==> src/rtl/b64d_pkg.sv <==
// types, constants and decode helpers shared by the base64 stream decoder
`timescale 1ns / 1ps
package b64d_pkg;

  localparam logic [7:0] CharUpperA = 8'h41;
  localparam logic [7:0] CharUpperZ = 8'h5A;
  localparam logic [7:0] CharLowerA = 8'h61;
  localparam logic [7:0] CharLowerZ = 8'h7A;
  localparam logic [7:0] CharZero   = 8'h30;
  localparam logic [7:0] CharNine   = 8'h39;
  localparam logic [7:0] CharPlus   = 8'h2B;
  localparam logic [7:0] CharSlash  = 8'h2F;
  localparam logic [7:0] CharPad    = 8'h3D;

  localparam logic [7:0] LowerOffset = 8'd26;
  localparam logic [7:0] DigitOffset = 8'd52;
  localparam logic [5:0] PlusSextet  = 6'd62;
  localparam logic [5:0] TopSextet   = 6'd63;

  localparam logic [1:0] GroupDepth = 2'd2;

  // one decoded group: compacted bytes in order from index 0, cnt is 1..3
  typedef struct packed {
    logic [2:0][7:0] bytes;
    logic [1:0]      cnt;
  } group_t;

  function automatic logic in_alphabet(logic [7:0] c);
    return (c >= CharUpperA && c <= CharUpperZ) || (c >= CharLowerA && c <= CharLowerZ) ||
           (c >= CharZero && c <= CharNine) || c == CharPlus || c == CharSlash ||
           c == CharPad;
  endfunction

  function automatic logic [5:0] sextet_of(logic [7:0] c);
    logic [7:0] v;
    if (c >= CharUpperA && c <= CharUpperZ) begin
      v = c - CharUpperA;
    end else if (c >= CharLowerA && c <= CharLowerZ) begin
      v = c - CharLowerA + LowerOffset;
    end else if (c >= CharZero && c <= CharNine) begin
      v = c - CharZero + DigitOffset;
    end else if (c == CharPlus) begin
      v = {2'b00, PlusSextet};
    end else begin
      v = {2'b00, TopSextet};
    end
    return v[5:0];
  endfunction

  function automatic group_t make_group(logic [23:0] w, logic pad3, logic pad4);
    group_t g;
    g.bytes[0] = w[23:16];
    g.bytes[1] = pad3 ? w[7:0] : w[15:8];
    g.bytes[2] = w[7:0];
    g.cnt      = 2'd1 + {1'b0, ~pad3} + {1'b0, ~pad4};
    return g;
  endfunction

endpackage

==> src/rtl/b64d_if.sv <==
// valid/ready word channels for characters in and bytes out
`timescale 1ns / 1ps
interface b64d_in_if;
  logic       valid;
  logic       ready;
  logic [7:0] text_char;
  logic       end_of_text;

  modport source (output valid, output text_char, output end_of_text, input ready);
  modport sink (input valid, input text_char, input end_of_text, output ready);
endinterface

interface b64d_out_if;
  logic       valid;
  logic       ready;
  logic [7:0] data_byte;
  logic       run_last;

  modport source (output valid, output data_byte, output run_last, input ready);
  modport sink (input valid, input data_byte, input run_last, output ready);
endinterface

==> src/rtl/b64d_group_asm.sv <==
// character decode and group assembly with end-of-text flush
`timescale 1ns / 1ps
module b64d_group_asm (
  input  logic            clk_i,
  input  logic            rst_ni,
  input  logic            accept_i,
  input  logic [7:0]      text_char_i,
  input  logic            end_of_text_i,
  output logic            push_o,
  output b64d_pkg::group_t group_o
);
  import b64d_pkg::*;

  logic [1:0]  fill_q, fill_d, fill_mid;
  logic [17:0] held_q, held_d, held_mid;
  logic        twp_q, twp_d, twp_mid;
  logic        char_ok, char_pad, grp_v;
  logic [5:0]  sextet;
  logic [23:0] flush_w;
  group_t      grp;

  always_comb begin
    char_ok  = in_alphabet(text_char_i);
    char_pad = (text_char_i == CharPad);
    sextet   = sextet_of(text_char_i);
    fill_mid = fill_q;
    held_mid = held_q;
    twp_mid  = twp_q;
    grp      = make_group({held_q, sextet}, twp_q, char_pad);
    grp_v    = 1'b0;
    flush_w  = {held_q, 6'd0};
    if (char_ok) begin
      if (fill_q != 2'd3) begin
        held_mid = {held_q[11:0], sextet};
        fill_mid = fill_q + 2'd1;
        if (fill_q == 2'd2) begin
          twp_mid = char_pad;
        end
      end else begin
        grp_v    = 1'b1;
        fill_mid = 2'd0;
        held_mid = 18'd0;
        twp_mid  = 1'b0;
      end
    end
    case (fill_mid)
      2'd1:    flush_w = {held_mid[5:0], 18'd0};
      2'd2:    flush_w = {held_mid[11:0], 12'd0};
      default: flush_w = {held_mid, 6'd0};
    endcase
    fill_d = fill_mid;
    held_d = held_mid;
    twp_d  = twp_mid;
    if (end_of_text_i) begin
      if (fill_mid != 2'd0) begin
        grp   = make_group(flush_w, (fill_mid == 2'd3) && twp_mid, 1'b0);
        grp_v = 1'b1;
      end
      fill_d = 2'd0;
      held_d = 18'd0;
      twp_d  = 1'b0;
    end
  end

  always_ff @(posedge clk_i or negedge rst_ni) begin
    if (!rst_ni) begin
      fill_q <= 2'd0;
      held_q <= 18'd0;
      twp_q  <= 1'b0;
    end else if (accept_i) begin
      fill_q <= fill_d;
      held_q <= held_d;
      twp_q  <= twp_d;
    end
  end

  assign push_o  = accept_i && grp_v;
  assign group_o = grp;

endmodule

==> src/rtl/base64_stream_decoder_unit.sv <==
// top level of the streaming base64 decoder
`timescale 1ns / 1ps
// Streaming base64 decoder. One character word is taken per clock cycle; a character
// outside A-Z a-z 0-9 + / = is dropped, and a set end_of_text flag flushes a partial
// group padded with 'A'. Each completed or flushed group is decoded in the cycle its
// character is taken and written into a two-entry group queue, from which bytes leave
// one per cycle while the receiver is ready, with run_last on the final byte of each
// group. The input side stalls only while both queue entries hold groups, so ordinary
// text runs at one character per cycle; a run of flushes can produce up to three bytes
// per character, and then the one-byte output port sets the pace.
module base64_stream_decoder_unit (
  input  logic clk_i,
  input  logic rst_ni,
  b64d_in_if.sink    in_i,
  b64d_out_if.source out_o
);
  import b64d_pkg::*;

  group_t     mem_q [2];
  logic       wr_ptr_q, rd_ptr_q;
  logic [1:0] cnt_q, cnt_d;
  logic [1:0] idx_q, idx_d;
  logic       in_acc, push, pop, out_acc, is_last;
  group_t     grp, head;

  assign in_i.ready = (cnt_q != GroupDepth);
  assign in_acc     = in_i.valid && in_i.ready;

  b64d_group_asm u_asm (
    .clk_i         (clk_i),
    .rst_ni        (rst_ni),
    .accept_i      (in_acc),
    .text_char_i   (in_i.text_char),
    .end_of_text_i (in_i.end_of_text),
    .push_o        (push),
    .group_o       (grp)
  );

  assign head            = mem_q[rd_ptr_q];
  assign is_last         = ((idx_q + 2'd1) == head.cnt);
  assign out_o.valid     = (cnt_q != 2'd0);
  assign out_o.data_byte = head.bytes[idx_q];
  assign out_o.run_last  = is_last;
  assign out_acc         = out_o.valid && out_o.ready;
  assign pop             = out_acc && is_last;

  always_comb begin
    cnt_d = cnt_q;
    if (push && !pop) begin
      cnt_d = cnt_q + 2'd1;
    end else if (pop && !push) begin
      cnt_d = cnt_q - 2'd1;
    end
    idx_d = idx_q;
    if (out_acc) begin
      idx_d = is_last ? 2'd0 : idx_q + 2'd1;
    end
  end

  always_ff @(posedge clk_i) begin
    if (push) begin
      mem_q[wr_ptr_q] <= grp;
    end
  end

  always_ff @(posedge clk_i or negedge rst_ni) begin
    if (!rst_ni) begin
      wr_ptr_q <= 1'b0;
      rd_ptr_q <= 1'b0;
      cnt_q    <= 2'd0;
      idx_q    <= 2'd0;
    end else begin
      if (push) begin
        wr_ptr_q <= ~wr_ptr_q;
      end
      if (pop) begin
        rd_ptr_q <= ~rd_ptr_q;
      end
      cnt_q <= cnt_d;
      idx_q <= idx_d;
    end
  end

  a_cnt_range : assert property (@(posedge clk_i) disable iff (!rst_ni)
    cnt_q <= GroupDepth)
    else $error("group queue count out of range");

  a_no_push_full : assert property (@(posedge clk_i) disable iff (!rst_ni)
    push |-> (cnt_q != GroupDepth))
    else $error("group written into a full queue");

  a_group_nonempty : assert property (@(posedge clk_i) disable iff (!rst_ni)
    push |-> (grp.cnt != 2'd0))
    else $error("group with no bytes written");

  a_idx_in_group : assert property (@(posedge clk_i) disable iff (!rst_ni)
    out_o.valid |-> (idx_q < head.cnt))
    else $error("byte index past end of group");

  a_ptr_match : assert property (@(posedge clk_i) disable iff (!rst_ni)
    ((cnt_q == 2'd0) || (cnt_q == GroupDepth)) |-> (wr_ptr_q == rd_ptr_q))
    else $error("queue pointers disagree with count");

endmodule

==> src/flat_wrapper.sv <==
// flat-port wrapper written by rule: the top's interface ports become plain ports
module base64_stream_decoder_unit_flat import b64d_pkg::*;
  (clk_i, rst_ni, in_i_valid, in_i_text_char, in_i_end_of_text, in_i_ready, out_o_valid, out_o_data_byte, out_o_run_last, out_o_ready);
  b64d_in_if in_i_i ();
  b64d_out_if out_o_i ();
  input  logic clk_i;
  input  logic rst_ni;
  input wire logic [$bits(in_i_i.valid)-1:0] in_i_valid;
  input wire logic [$bits(in_i_i.text_char)-1:0] in_i_text_char;
  input wire logic [$bits(in_i_i.end_of_text)-1:0] in_i_end_of_text;
  output wire logic [$bits(in_i_i.ready)-1:0] in_i_ready;
  output wire logic [$bits(out_o_i.valid)-1:0] out_o_valid;
  output wire logic [$bits(out_o_i.data_byte)-1:0] out_o_data_byte;
  output wire logic [$bits(out_o_i.run_last)-1:0] out_o_run_last;
  input wire logic [$bits(out_o_i.ready)-1:0] out_o_ready;
  assign in_i_i.valid = in_i_valid;
  assign in_i_i.text_char = in_i_text_char;
  assign in_i_i.end_of_text = in_i_end_of_text;
  assign in_i_ready = in_i_i.ready;
  assign out_o_valid = out_o_i.valid;
  assign out_o_data_byte = out_o_i.data_byte;
  assign out_o_run_last = out_o_i.run_last;
  assign out_o_i.ready = out_o_ready;
  base64_stream_decoder_unit u_core (.clk_i(clk_i), .rst_ni(rst_ni), .in_i(in_i_i), .out_o(out_o_i));
endmodule
==> config.mk <==
export PLATFORM = sky130hd
export DESIGN_NAME = base64_stream_decoder_unit_flat
export DESIGN_NICKNAME = d
export VERILOG_FILES = /design/src/rtl/b64d_pkg.sv /design/src/rtl/b64d_if.sv /design/src/rtl/b64d_group_asm.sv /design/src/rtl/base64_stream_decoder_unit.sv /design/src/flat_wrapper.sv
export SDC_FILE = /design/constraint.sdc
export NUM_CORES = 1
export LEC_CHECK = 0
export BUFFER_PORTS_ARGS = -buffer_cell sky130_fd_sc_hd__buf_4
export CORE_MARGIN = 2
export CORE_UTILIZATION = 55
export CTS_BUF_LIST = sky130_fd_sc_hd__clkbuf_16
export CTS_CLUSTER_DIAMETER = 40
export DETAILED_ROUTE_END_ITERATION = 6
export PLACE_DENSITY = 0.8
export SLEW_MARGIN = 20
export SYNTH_ARGS = -nofsm -noshare
export SYNTH_HDL_FRONTEND = slang
export SYNTH_SLANG_ARGS = --single-unit
==> constraint.sdc <==
create_clock -name clk_i -period 8 [get_ports clk_i]
set_input_delay 2 -clock clk_i [delete_from_list [all_inputs] [get_ports clk_i]]
set_output_delay 2 -clock clk_i [all_outputs]
set_load 0.05 [all_outputs]
# Word-level counts from Yosys, hierarchy flattened
# Memory sizes are Yosys's and may differ from the RTL's.
# Cells that the tools add are included.
word_totals:
  register_bits: 27
  mem_bits_rw: 52
  input_bits: 13
  out_inout_bits: 11
  elab_cells: 93
  n_memories: 1
memory_table:
  columns: ["name", "depth", "width", "rd", "rd_clocked_by_memory_dff", "write_ports", "line", "text"]
  rows:
  - ["u_core.mem_q", 2, 26, 1, 0, 1, "base64_stream_decoder_unit.sv:19", "group_t mem_q [2];"]
classes:
  n_addsub: 13
  n_lt_le_gt_ge: 7
  n_eq_ne: 10
  muxes: 30
  n_bitwise: 5
  n_reduce_logical: 20
ops:
  columns: ["op", "count"]
  rows:
  - ["$mux W18", 3]
  - ["$mux W26", 2]
  - ["$pmux W24 S2", 1]
  - ["$eq A8 B6 Y1 const B", 3]
  - ["$mux W8", 3]
  - ["$mux W6", 3]
  - ["$bmux W8 S2", 1]
  - ["$ge A8 B7 Y1 const B", 2]
  - ["$le A8 B7 Y1 const B", 2]
  - ["$mux W2", 6]
  - ["$sub A6 B6 Y6 const B", 2]
  - ["$mux W1", 11]
  - ["$logic_and A1 B1 Y1", 10]
  - ["$add A2 B1 Y2 const B", 4]
  - ["$ge A8 B6 Y1 const B", 1]
  - ["$le A8 B6 Y1 const B", 1]
  - ["$add A6 B5 Y6 const B", 1]
  - ["$add A6 B6 Y6 const B", 1]
  - ["$eq A2 B2 Y1 const B", 3]
  - ["$reduce_bool A2 Y1", 3]
  - ["$sub A6 B1 Y6 const B", 1]
  - ["$logic_or A1 B1 Y1", 5]
  - ["$not A1 Y1", 5]
  - ["$add A1 B1 Y2 const A", 2]
  - ["7 further kinds", 9]

# Depth between registers and ports, before layout
# Gate-level depths: netlist (run 1).
depth:
  depth_word: 16
  depth_mapped: 18
  mapped_depth_nobuf: 17

# By module
# A second synthesis (run 1) with hierarchy kept.
hier_totals:
  hier_cells: 433
  hier_area_um2: 4767.1
modules_own_cells:
  columns: ["module", "instances", "cells_per_inst", "area_per_inst_um2", "seq_area_each_um2"]
  rows:
  - ["b64d_group_asm", 1, 308, 2413.6, 525.5]
  - ["base64_stream_decoder_unit", 1, 125, 2353.5, 1711.6]

# Least setup slack after synthesis (run 1)
# Ideal clock, no wire load.
synth_path:
  path_kind: "in2reg"
  start: "in in_i_text_char[2]"
  end: "mem u_core.mem_q[0][0] (netlist bit), enable pin"
  setup_ns: 0.442
  arrival_time_ns: 5.642
  required_time_ns: 7.558
  setup_slack_ns: 1.917
  stages: 13
  path_buffers: 1
  path_cell_list: "inv_1 -> ha_1 -> a21o_2 -> o211ai_2 -> o21ai_4 -> nand2_2 -> buf_6 -> a21oi_1 -> inv_1 -> ha_1 -> nor2b_1 -> a21oi_1 -> nor3_1"
synth_between:
  elab_chain_len: 14
  elab_cells_between_ends: 25
  cone_classes: "order compare (6); eq/ne (3); mux (6); reduce/logical (10)"
synth_lines:
  columns: ["element", "line", "text"]
  rows:
  - ["start: declaration", "flat_wrapper.sv:9", "input wire logic [$bits(in_i_i.text_char)-1:0] in_i_text_char;"]
  - ["$ge A8 B7 Y1 / $le A8 B7 Y1 (equally long branches)", "b64d_pkg.sv:29", "return (c >= CharUpperA && c <= CharUpperZ) || (c >= CharLowerA && c <= CharLowerZ) ||"]
  - ["$logic_and A1 B1 Y1", "b64d_pkg.sv:29", null]
  - ["$logic_or A1 B1 Y1 (2 in a row)", "b64d_pkg.sv:29", null]
  - ["$logic_or A1 B1 Y1 (2 in a row)", "b64d_pkg.sv:30", "(c >= CharZero && c <= CharNine) || c == CharPlus || c == CharSlash ||"]
  - ["$logic_or A1 B1 Y1 (*)", "b64d_pkg.sv:30", null]
  - ["$mux W2", "b64d_group_asm.sv:32", "if (char_ok) begin"]
  - ["$reduce_bool A2 Y1", "b64d_group_asm.sv:55", "if (fill_mid != 2'd0) begin"]
  - ["$mux W1", "b64d_group_asm.sv:55", null]
  - ["$mux W1 (*)", "b64d_group_asm.sv:54", "if (end_of_text_i) begin"]
  - ["$logic_and A1 B1 Y1 (*)", "b64d_group_asm.sv:77", "assign push_o = accept_i && grp_v;"]
  - ["$mux W1 (*)", "base64_stream_decoder_unit.sv:61", "if (push) begin"]
  - ["$mux W1 (not written as such) (*)", "base64_stream_decoder_unit.sv:62", "mem_q[wr_ptr_q] <= grp;"]
  - ["end: declaration", "base64_stream_decoder_unit.sv:19", null]
# Mark *: on every way between the ends. The rest lies on a longest branch, timed or not.

==> results of run 1 <==
## placed cells by master (no fill, tap or decap), drive strengths merged, types with 4 or more instances in the layout
| cell type | Yosys | final |
|---|---|---|
| nand2b | 8 | 8 |
| and3 | 7 | 7 |
| ha | 16 | 16 |
| a32oi | 5 | 5 |
| xor2 | 4 | 4 |
| dfrtp | 27 | 27 |
| o21a | 4 | 4 |
| o21ai | 33 | 33 |
| a22oi | 22 | 22 |
| nor3 | 10 | 10 |
| a21oi | 13 | 13 |
| nand2 | 41 | 41 |
| xnor2 | 4 | 4 |
| clkbuf | 11 | 9 |
| mux2i | 13 | 13 |
| nor2 | 33 | 33 |
| a22o | 5 | 5 |
| edfxtp | 52 | 52 |
| mux4 | 8 | 8 |
| nand3 | 9 | 9 |
| o22a | 4 | 4 |
| o22ai | 17 | 17 |
| nand4 | 4 | 4 |
| buf | 13 | 28 |
| a31oi | 8 | 8 |
| inv | 27 | 29 |
## worst reg2reg max path: stages (launching register included)
cell	delay [ns]
dfrtp_1	0.41
ha_1	0.31
a21oi_2	0.52
a21oi_1	0.26
inv_1	0.13
ha_1	0.46
clkinv_1	0.37
nor2_1	0.44
a22o_1	0.21
a221oi_2	0.06
o31ai_1	0.41
## through the flow
step	instances	hold WS, ns	cell area (µm²)	worst slack, ns
after floorplan	440	0.456	4740	1.92
after global placement	548	0.475	4960	1.83
after detailed placement	549	0.489	4980	1.87
after CTS	565	0.499	5260	2.22
after global routing	565	0.529	5260	1.67
final	565	0.495	5260	2.11
## layout make-up
| cell class | instances | area, µm² | area share (%) |
|---|---|---|---|
| Multi-Input combinational cell | 309 | 2290 | 43.5 |
| Sequential cell | 79 | 2240 | 42.5 |
| Clock buffer | 9 | 225 | 4.28 |
| Timing Repair Buffer | 28 | 218 | 4.14 |
| Tap cell | 105 | 131 | 2.50 |
| Inverter | 28 | 105 | 2.00 |
| Clock inverter | 7 | 56.3 | 1.07 |
## sequential cells by signal (all words and copies together), names as in the netlist
signal,flops
u_core.u_asm.twp_q,1
u_core.wr_ptr_q,1
u_core.u_asm.held_q,18
u_core.rd_ptr_q,1
u_core.idx_q,2
u_core.mem_q,52
u_core.u_asm.fill_q,2
u_core.cnt_q,2
## kinds of logic (layout without fill, tap and decap cells)
logic type / count (synthesis) / count (layout) / share of synthesized area (%)
adders and majority gates: 16 / 16 / 4.22
and+or+nand+nor: 125 / 125 / 13.6
DFF: 79 / 79 / 47.2
buffers and inverters: 52 / 72 / 4.70
muxes: 23 / 23 / 7.02
AOI/OAI and AO/OA: 137 / 137 / 21.7
xor gates and xnor gates: 8 / 8 / 1.48
## power by group through the flow
stage	clock (W)	sequential, W	combinational (W)
after global routing	0.000407	0.000663	0.000838
after CTS	0.000390	0.000651	0.000772
final	0.000386	0.000653	0.000777
after floorplan	0	0.000605	0.000607
after global placement	0	0.000654	0.000753
after detailed placement	0	0.000658	0.000769
## path summary, 6_finish.rpt
| path | end | slack [ns] | cells after the start |
|---|---|---|---|
| max reg2reg | u_core.mem_q[1][16] | 4.17 | 10 |
| max | u_core.mem_q[1][16] | 2.11 | 15 |
| min in group asynchronous | u_core.u_asm.held_q[15] | 1.57 | 1 |
| min | u_core.cnt_q[1] | 0.50 | 1 |
| min reg2reg | u_core.cnt_q[1] | 0.50 | 1 |
| max in group asynchronous | u_core.idx_q[1] | 6.15 | 1 |
## metal layers
metal / track usage, % / vias to the layer above / part of all wire [%] / wire length, µm
li1: - / 1699 / - / -
met2: 40.8 / 145 / 49 / 5650
met3: 3.54 / 21 / 5.7 / 662
met5: 0 / - / 0 / 0
met4: 9.10 / 0 / 1.9 / 218
met1: 35.4 / 1771 / 43 / 4990
==> reports/metrics.cfg, run 1 <==
[clock_network]
post-cts-setup-buffers=0
hold_buffers=0
path_clk_slew_ns=0.07
clock-sinks=79
cts_buffers=9
clk_latency_ns=0.34
cts.path.max_buffers=2
cts_max_level=3
cts_tree=built
cts_root_buf=clkbuf_16
cts.repair.resized=0

[worst_setup_path]
cp_max_fo=15
r2r_start=u_core.u_asm.fill_q[1]
crit_type=input pin to register
cp-start-kind=input pin
required_ns=8.11
cp_slowest_stage_delay_ns=0.57
cp_cell_sequence=buf_4 > inv_1 > ha_1 > and2b_1 > o21ai_1 > o211ai_2 > a21oi_2 > a21oi_1 > inv_1 > ha_1 > clkinv_1 > nor2_1 > a22o_1 > a221oi_2 > o31ai_1
crit_buf_inv=4
critPathArrivalTime_ns=6.00
crit_path_end_kind=register
cp-startpoint=in_i_text_char[1]
crit_family=compound AO/OA/AOI/OAI gates
critPathSlowestCell=a21oi_2

[global_route]
grt_usage_pct=25.3
grt_pass1_wl_mm=18.9
grt_overflow=0
grt_max_degree=33
antenna_found_initial=0
grt_pass1_vias=3525

[detailed_routing]
vias_per_cell=6.44
drt_iter0_markers=309
vias=3636
drt-pass1-iter-count=6
avgRoutedWirePerCell_um=20.4
drc=0
wl_mm=11.5
ant_nets=0

[power]
p_seq_share_pct=36.0
power_switching_w=0.000763
power.total_w=0.00182
p_int_w=0.00105
switching_share_pct=42.0
clkPwrFrac_pct=21.2
combPwrFrac_pct=42.8
power_density_nw_per_um2=345
ir_worst_vdd_uv=135
p_leak_nw=1.93

[layout]
area_growth_pct=10.9
final_layout_size_suffix_gt1_share_pct=18.9
nets=484
diodes=0
fill_cells=663
utilization_pct=63.4

[sta]
hold_violations=0
fin_crit_sh_pct=73.6
setup_tns_ns=0
worst_slew_pin_slew_ns=0.837
finalSetupViolCount=0
max_freq_mhz=170
min_period_ns=5.89
rsz0062_at_grt=false
skew_ns=0.00916
maxSlewHeadroom_pct=43.9
slew_viol_final=0

[yosys]
synth_edf_count=52
postSynthNetCount=469
synth-async-reset-ratio_pct=34.2
yosysMostFrequentCell=edfxtp_1
synth_top_area_share_pct=32.9
syn-cell-area_um2=4740
synth.area.top_cells=edfxtp_1 33%, dfrtp_1 14%, ha_1 4.2%, mux4_2 3.8%, a22oi_1 3.5%
yosysSeqAreaShare_pct=47.2
synth-main-ff-cell=edfxtp_1
syn_area_per_cell_um2=10.8
syn_inst=440
netlist_top_cells_count=52 x edfxtp_1, 38 x nand2_1, 31 x nor2_1
yosysTopAreaCell=edfxtp_1
ys_ff_latch=79
yosysWarnings=0
yosys.cell_types.count=70

[run]
maxCapViolations=0

[die]
ioPinCount=24
core_um2=8300
rows=33
initial_utilization_pct=57.1
die_y_um=96.8
die_x_um=96.8
dieArea_um2=9380

[placement]
portBuffers=23
place.gp.congestion=0.939
detailed_place_hpwl_mm=8.33

[run_status]
status=finished clean

[worst_hold_path]
hold_start=u_core.cnt_q[1]
hp-class=register to register

No activity file was read; power rests on OpenSTA's default activity.
==> inputs of run 2 (changes only) <==
--- a/config.mk
+++ b/config.mk
@@ -5,6 +5,7 @@
 export SDC_FILE = /design/constraint.sdc
 export NUM_CORES = 1
 export LEC_CHECK = 0
+export ABC_AREA = 1
 export BUFFER_PORTS_ARGS = -buffer_cell sky130_fd_sc_hd__buf_4
 export CORE_MARGIN = 2
 export CORE_UTILIZATION = 55
==> constraint.sdc (replaced) <==
create_clock -name clk_i -period 5.5 [get_ports clk_i]
set_input_delay 1.375 -clock clk_i [delete_from_list [all_inputs] [get_ports clk_i]]
set_output_delay 1.375 -clock clk_i [all_outputs]
set_load 0.05 [all_outputs]
==> run 2 against run 1 <==
Compared with the run above:
- the run now ends with design-rule violations left
- count of clock-buffer cells in the layout did not move
- non-clock buffer count rose by 2
- hold slack got worse by 0.019 ns
- largest power group unchanged
- critical endpoint is now u_core.mem_q[1][8]
- flip-flop and latch count did not move
- final area rose by 0.17%
- setup slack got worse by 1.3 ns
- critical path type unchanged
- cell count rose by 28%
- sequential power rose by 44%
- register-to-register slack got worse by 1.5 ns
- synthesized area fell by 0.48%
==> reports/metrics.cfg, run 2 <==
[detailed_routing]
vias_per_cell=5.63  ; was 6.44
drc=4  ; was 0
avgRoutedWirePerCell_um=16.1  ; was 20.4 µm
drt_iter0_markers=533  ; was 309
wl_mm=11.7  ; was 11.5 mm
drt-pass1-iter-count=7  ; was 6
ant_nets=0  ; unchanged
vias=4080  ; was 3,636

[worst_setup_path]
crit_top_cell=nand2_1
cp_slowest_stage_delay_ns=0.44  ; was 0.57 ns
crit_buf_inv=5  ; was 4
crit_path_end_kind=register  ; unchanged
critPathArrivalTime_ns=4.73  ; was 6.00 ns
cp-start-kind=input pin  ; unchanged
crit_family=simple AND/OR/NAND/NOR gates  ; was compound AO/OA/AOI/OAI gates
critPathSlowestCell=o21ai_0  ; was a21oi_2
cp_cell_sequence=buf_4 > inv_1 > ha_1 > nand2_1 > nor2_2 > nand2_1 > nand2_1 > nand2_1 > nand2_2 > nand2_4 > inv_1 > nand2_1 > o21ai_0 > inv_1 > ha_1 > clkinv_1 > nand2_1 > nand3_1 > nor2_1 > nor2_1  ; was buf_4 > inv_1 > ha_1 > and2b_1 > o21ai_1 > o211ai_2 > a21oi_2 > a21oi_1 > inv_1 > ha_1 > clkinv_1 > nor2_1 > a22o_1 > a221oi_2 > o31ai_1
cp_max_fo=18  ; was 15
crit_type=input pin to register  ; unchanged
required_ns=5.59  ; was 8.11 ns

[global_route]
grt_max_degree=34  ; was 33
grt_usage_pct=25.8  ; was 25.3%
antenna_found_initial=0  ; unchanged
grt_pass1_wl_mm=19.4  ; was 18.9 mm
grt_pass1_vias=3922  ; was 3,525
grt_overflow=0  ; unchanged

[sta]
max_freq_mhz=215
maxSlewHeadroom_pct=51.7  ; was 43.9%
hold_violations=0  ; unchanged
hold_ws_ns=0.476  ; was 0.495 ns
skew_ns=0.00964  ; was 0.00916 ns
worst_slew_pin_slew_ns=0.718  ; was 0.837 ns
min_period_ns=4.64
finalSetupViolCount=0  ; unchanged
slew_viol_final=0  ; unchanged
fin_crit_sh_pct=84.4
rsz0062_at_grt=false  ; unchanged
setup_tns_ns=0  ; unchanged

[yosys]
syn-cell-area_um2=4720  ; was 4740 µm²
yosysTopAreaCell=edfxtp_1  ; unchanged
yosysWarnings=0  ; unchanged
syn_inst=598  ; was 440
postSynthNetCount=627  ; was 469
ys_ff_latch=79  ; unchanged
yosysSeqAreaShare_pct=47.4  ; was 47.2%
synth_edf_count=52  ; unchanged
syn_area_per_cell_um2=7.89  ; was 10.8 µm²
netlist_top_cells_count=157 x nand2_1, 85 x nor2_1, 61 x o21ai_0  ; was 52 x edfxtp_1, 38 x nand2_1, 31 x nor2_1
synth.area.top_cells=edfxtp_1 33%, dfrtp_1 14%, nand2_1 12%, nor2_1 6.8%, o21ai_0 6.5%  ; was edfxtp_1 33%, dfrtp_1 14%, ha_1 4.2%, mux4_2 3.8%, a22oi_1 3.5%
yosys.cell_types.count=33  ; was 70
yosysMostFrequentCell=nand2_1  ; was edfxtp_1
synth-main-ff-cell=edfxtp_1  ; unchanged
synth-async-reset-ratio_pct=34.2  ; unchanged
synth_top_area_share_pct=33.1  ; was 32.9%

[die]
initial_utilization_pct=57.1  ; about the same
die_x_um=96.6  ; was 96.8 µm
core_um2=8260  ; was 8300 µm²
rows=33  ; unchanged
dieArea_um2=9340  ; was 9380 µm²
ioPinCount=24  ; unchanged
die_y_um=96.6  ; was 96.8 µm

[clock_network]
hold_buffers=0  ; unchanged
clk_latency_ns=0.34  ; about the same
cts_tree=built  ; unchanged
path_clk_slew_ns=0.06  ; was 0.07 ns
cts_max_level=3  ; unchanged
cts_buffers=9  ; unchanged
clock-sinks=79  ; unchanged
post-cts-setup-buffers=0  ; unchanged
cts_root_buf=clkbuf_16  ; unchanged
cts.path.max_buffers=2  ; unchanged
cts.repair.resized=0  ; unchanged

[layout]
final_layout_size_suffix_gt1_share_pct=10.0  ; was 18.9%
fill_cells=693  ; was 663
top_register=u_core.mem_q  ; unchanged
diodes=0  ; unchanged
largest_reg_flops=52  ; unchanged
top_regs=u_core.mem_q (52), u_core.u_asm.held_q (18)  ; unchanged
mostFrequentLayoutCell=nand2_1  ; was edfxtp_1
area_growth_pct=11.6  ; was 10.9%
utilization_pct=63.8  ; was 63.4%
nets=644  ; was 484
mostFrequentLayoutCells=157 x nand2_1, 82 x nor2_1, 61 x o21ai_0  ; was 52 x edfxtp_1, 38 x nand2_1, 31 x nor2_1

[power]
ir_worst_vdd_uv=244  ; was 135 µV
p_leak_nw=2.33  ; was 1.93 nW
power.total_w=0.00302  ; was 0.00182 W
power_density_nw_per_um2=573  ; was 345 nW/µm²

[worst_hold_path]
hp-class=register to register  ; unchanged

[placement]
place.gp.congestion=0.999  ; was 0.939
portBuffers=23  ; unchanged
detailed_place_hpwl_mm=8.18  ; was 8.33 mm

[run]
maxCapViolations=0  ; unchanged

[run_status]
status=finished, violations left  ; was finished clean
violations=design-rule violations

==> run 2: changes by cell type after synthesis, sizes merged, moves of 7 or more <==
cell / delta
nand2: +121
nor2: +57
o21ai: +36
inv: +26
nand3: +24
a22oi: -22
mux2i: -13
a21oi: +11
a31oi: -8
mux4: -8
nand2b: -8
and3: -7
nor3: -7
o22ai: -7
==> run 2: final timing paths <==
kind	startpoint	to	slack (ns)	cells past startpoint
setup / recovery	in_i_text_char[0]	u_core.mem_q[1][8]	0.86	20
hold / removal	u_core.cnt_q[0]	u_core.cnt_q[0]	0.48	1
setup reg to reg	u_core.u_asm.fill_q[0]	u_core.mem_q[0][16]	2.67	11
hold reg to reg	u_core.cnt_q[0]	u_core.cnt_q[0]	0.48	1
max in group asynchronous	rst_ni	u_core.u_asm.held_q[0]	4.26	1
min in group asynchronous	rst_ni	u_core.idx_q[1]	0.95	1
==> run 2: layout make-up <==
class                      count  area (µm²)  area share (%)
clock buffer                   9         225            4.28
clock inverter                 7        76.3            1.45
multi-input combinational    438        2160            41.0
tap                          105         131            2.49
timing repair buffer          30         225            4.28
inverter                      57         214            4.06
sequential                    79        2240            42.5
==> run 2: power breakdown <==
group	internal (W)	switching, W	total, W
Clock	0.000356	0.000250	0.000607
Combinational	0.000420	0.00105	0.00147
Sequential	0.000845	0.0000976	0.000943
Total	0.00162	0.00140	0.00302
==> run 2: logic make-up after synthesis <==
kind of cell | after synthesis | share of synthesized area (%)
and+or+nand+nor | 294 | 25.6
AOI/OAI and AO/OA | 116 | 13.6
buffers and inverters | 81 | 7.00
DFF | 79 | 47.4
adders and majority gates | 16 | 4.24
xor gates and xnor gates | 12 | 2.23
==> run 2: metal layers <==
| metal | GRT usage, % | vias up | wire (µm) |
|---|---|---|---|
| met4 | 9.21 | 0 | 177 |
| li1 | - | 2008 | - |
| met2 | 38.1 | 187 | 5270 |
| met1 | 38.8 | 1868 | 5320 |
| met3 | 3.90 | 17 | 920 |
| met5 | 0 | - | 0 |
==> run 2: through the flow <==
stage          std cells  instance area (µm²)  setup slack, ns
2_1_floorplan        598                 4720            0.417
3_3_place_gp         709                 4970            0.698
3_5_place_dp         709                 4970            0.607
4_1_cts              725                 5270            0.913
5_1_grt              725                 5270            0.520
6_report             725                 5270            0.859
==> inputs of run 3 (changes only) <==
==> constraint.sdc (replaced) <==
create_clock -name clk_i -period 4.5 [get_ports clk_i]
set_input_delay 1.125 -clock clk_i [delete_from_list [all_inputs] [get_ports clk_i]]
set_output_delay 1.125 -clock clk_i [all_outputs]
set_load 0.05 [all_outputs]
==> run 3 against run 2 <==
Compared with the run above:
- the flow now finishes without violations
- via count is 3.3% higher
- count of clock-buffer cells in the layout stayed put
- hold slack better by 0.0010 ns
- highest routed layer unchanged
- first-iteration DRC count is 33% lower
- sequential power is 22% higher
==> reports/metrics.cfg, run 3 (same netlist as run 2, synthesis figures left out) <==
[run_status]
status=finished clean  ; was finished, violations left

[sta]
min_period_ns=3.98
finalSetupViolCount=0  ; unchanged
setup_tns_ns=0  ; unchanged
hold_violations=0  ; unchanged
skew_ns=0.0110  ; was 0.00964 ns
fin_crit_sh_pct=88.5
max_freq_mhz=251
maxSlewHeadroom_pct=52.1  ; was 51.7%
rsz0062_at_grt=false  ; unchanged
worst_slew_pin_slew_ns=0.714  ; was 0.718 ns
slew_viol_final=0  ; unchanged

[layout]
final_layout_size_suffix_gt1_share_pct=10.9  ; was 10.0%
stdcell_area_um2=5320  ; was 5270 µm²
mostFrequentLayoutCell=nand2_1  ; unchanged
top_register=u_core.mem_q  ; unchanged
diodes=0  ; unchanged
area_growth_pct=12.8  ; was 11.6%
nets=650  ; was 644
mostFrequentLayoutCells=157 x nand2_1, 82 x nor2_1, 61 x o21ai_0  ; unchanged
largest_reg_flops=52  ; unchanged
top_regs=u_core.mem_q (52), u_core.u_asm.held_q (18)  ; unchanged

[power]
p_leak_nw=2.36  ; was 2.33 nW
power_density_nw_per_um2=700  ; was 573 nW/µm²
ir_worst_vdd_uv=405  ; was 244 µV

[global_route]
antenna_found_initial=0  ; unchanged
grt_usage_pct=26.8  ; was 25.8%
grt_pass1_vias=4044  ; was 3,922
grt_max_degree=34  ; unchanged
grt_pass1_wl_mm=20.2  ; was 19.4 mm
grt_overflow=0  ; unchanged

[clock_network]
clk_latency_ns=0.34  ; about the same
cts_tree=built  ; unchanged
cts_root_buf=clkbuf_16  ; unchanged
cts_buffers=9  ; unchanged
path_clk_slew_ns=0.06  ; about the same
clock-sinks=79  ; unchanged
cts.repair.resized=0  ; unchanged
cts_max_level=3  ; unchanged
hold_buffers=0  ; unchanged
post-cts-setup-buffers=0  ; unchanged
cts.path.max_buffers=2  ; unchanged

[worst_hold_path]
min_to=u_core.cnt_q[0]  ; unchanged
hp-class=register to register  ; unchanged
hold_start=u_core.cnt_q[0]  ; unchanged
min_path_cells=1  ; unchanged

[worst_setup_path]
crit_type=input pin to register  ; unchanged
crit_buf_inv=5  ; unchanged
cp_cell_sequence=buf_4 > inv_1 > ha_1 > nand2_1 > nor2_2 > a21oi_2 > nand2_1 > nand2_4 > inv_1 > nand2_1 > o21ai_0 > o21ai_0 > buf_4 > ha_1 > nor2_2 > o21ai_1 > inv_1 > ha_1 > a21oi_1 > o21ai_0 > xor2_1  ; was buf_4 > inv_1 > ha_1 > nand2_1 > nor2_2 > nand2_1 > nand2_1 > nand2_1 > nand2_2 > nand2_4 > inv_1 > nand2_1 > o21ai_0 > inv_1 > ha_1 > clkinv_1 > nand2_1 > nand3_1 > nor2_1 > nor2_1
r2r_start=u_core.u_asm.fill_q[1]  ; was u_core.u_asm.fill_q[0]
critPathSlowestCell=o21ai_1  ; was o21ai_0
r2r_setup_slack_ns=1.73  ; was 2.67 ns
required_ns=4.71  ; was 5.59 ns
crit_family=compound AO/OA/AOI/OAI gates  ; was simple AND/OR/NAND/NOR gates
cp-start-kind=input pin  ; unchanged
rr_worst_depth=12  ; was 11
cp_max_fo=9  ; was 18
crit_path_end_kind=register  ; unchanged
cp_slowest_stage_delay_ns=0.39  ; was 0.44 ns
timing.rr.end=u_core.cnt_q[1]  ; was u_core.mem_q[0][16]
critPathArrivalTime_ns=4.20  ; was 4.73 ns

[placement]
dpl-instance-area_um2=5020  ; was 4970 µm²
place.gp.congestion=1.01  ; was 0.999
portBuffers=23  ; unchanged
detailed_place_hpwl_mm=8.64  ; was 8.18 mm

[detailed_routing]
avgRoutedWirePerCell_um=16.4  ; was 16.1 µm
drt-pass1-iter-count=7  ; unchanged
vias=4214  ; was 4,080
vias_per_cell=5.76  ; was 5.63
drc=0  ; was 4
ant_nets=0  ; unchanged
wl_mm=12.0  ; was 11.7 mm
drt_iter0_markers=357  ; was 533

[die]
initial_utilization_pct=57.1  ; unchanged
dieArea_um2=9340  ; unchanged
die_x_um=96.6  ; unchanged
ioPinCount=24  ; unchanged
rows=33  ; unchanged
die_y_um=96.6  ; unchanged
core_um2=8260  ; unchanged

[run]
maxCapViolations=0  ; unchanged

## run 3: cell count changes in the layout (fill, tap and decap cells not counted)
| cell | previous run | this run |
|---|---|---|
| clkinv_2 | 0 | 1 |
| clkinvlp_4 | 1 | 2 |
| buf_4 | 30 | 35 |
| inv_6 | 4 | 2 |
| buf_12 | 0 | 1 |
## run 3: worst max-delay path by stage
stage	start	cells past startpoint	endpoint	slack [ns]
6_report	in_i_text_char[2]	21	u_core.cnt_q[1]	0.52
5_1_grt	in_i_text_char[2]	21	u_core.cnt_q[1]	0.20
4_1_cts	in_i_text_char[2]	21	u_core.cnt_q[1]	0.53
3_5_place_dp	in_i_text_char[2]	21	u_core.cnt_q[1]	0.21
3_3_place_gp	in_i_text_char[2]	21	u_core.cnt_q[1]	0.30
2_1_floorplan	in_i_text_char[2]	16	u_core.mem_q[1][0]	0.08
## run 3: per-stage QoR
step / total power [W] / setup WS, ns / cells / hold slack, ns / util [%]
2_1_floorplan: 0.00242 / 0.0794 / 598 / 0.446 / -
6_report: 0.00372 / 0.515 / 731 / 0.477 / 64.4
3_5_place_dp: 0.00298 / 0.210 / 715 / 0.463 / 60.8
3_3_place_gp: 0.00294 / 0.299 / 715 / 0.465 / 60.8
4_1_cts: 0.00371 / 0.534 / 731 / 0.475 / 64.4
5_1_grt: 0.00396 / 0.202 / 731 / 0.490 / 64.4
## run 3: where the power goes
group,internal [W],switching [W]
clock,0.000430,0.000297
sequential,0.00103,0.000115
combinational,0.000539,0.00131
## run 3: worst reg2reg max path: stages, from the launching register on
cell and delay [ns]:
dfrtp_1 0.39, ha_1 0.44, o21ai_0 0.13, o21ai_0 0.09, buf_4 0.15, ha_1 0.15
nor2_2 0.05, o21ai_1 0.39, inv_1 0.15, ha_1 0.33, a21oi_1 0.11, o21ai_0 0.11
xor2_1 0.16
## run 3: area by class of cell
cell class	instances	area, µm²
fillers	708	2940
flip-flops and latches	79	2240
multi-input cells	438	2160
repair buffers	36	283
clock buffers	9	225
inverters	57	214
well taps	105	131
clock inverters	7	71.3
## run 3: metal layers
metal | vias to the layer above | part of all wire (%) | global-route usage, %
met5 | - | 0 | 0
met3 | 32 | 6.1 | 3.90
li1 | 2019 | - | -
met4 | 0 | 3.1 | 11.3
met1 | 1984 | 44 | 37.4
met2 | 179 | 47 | 42.1
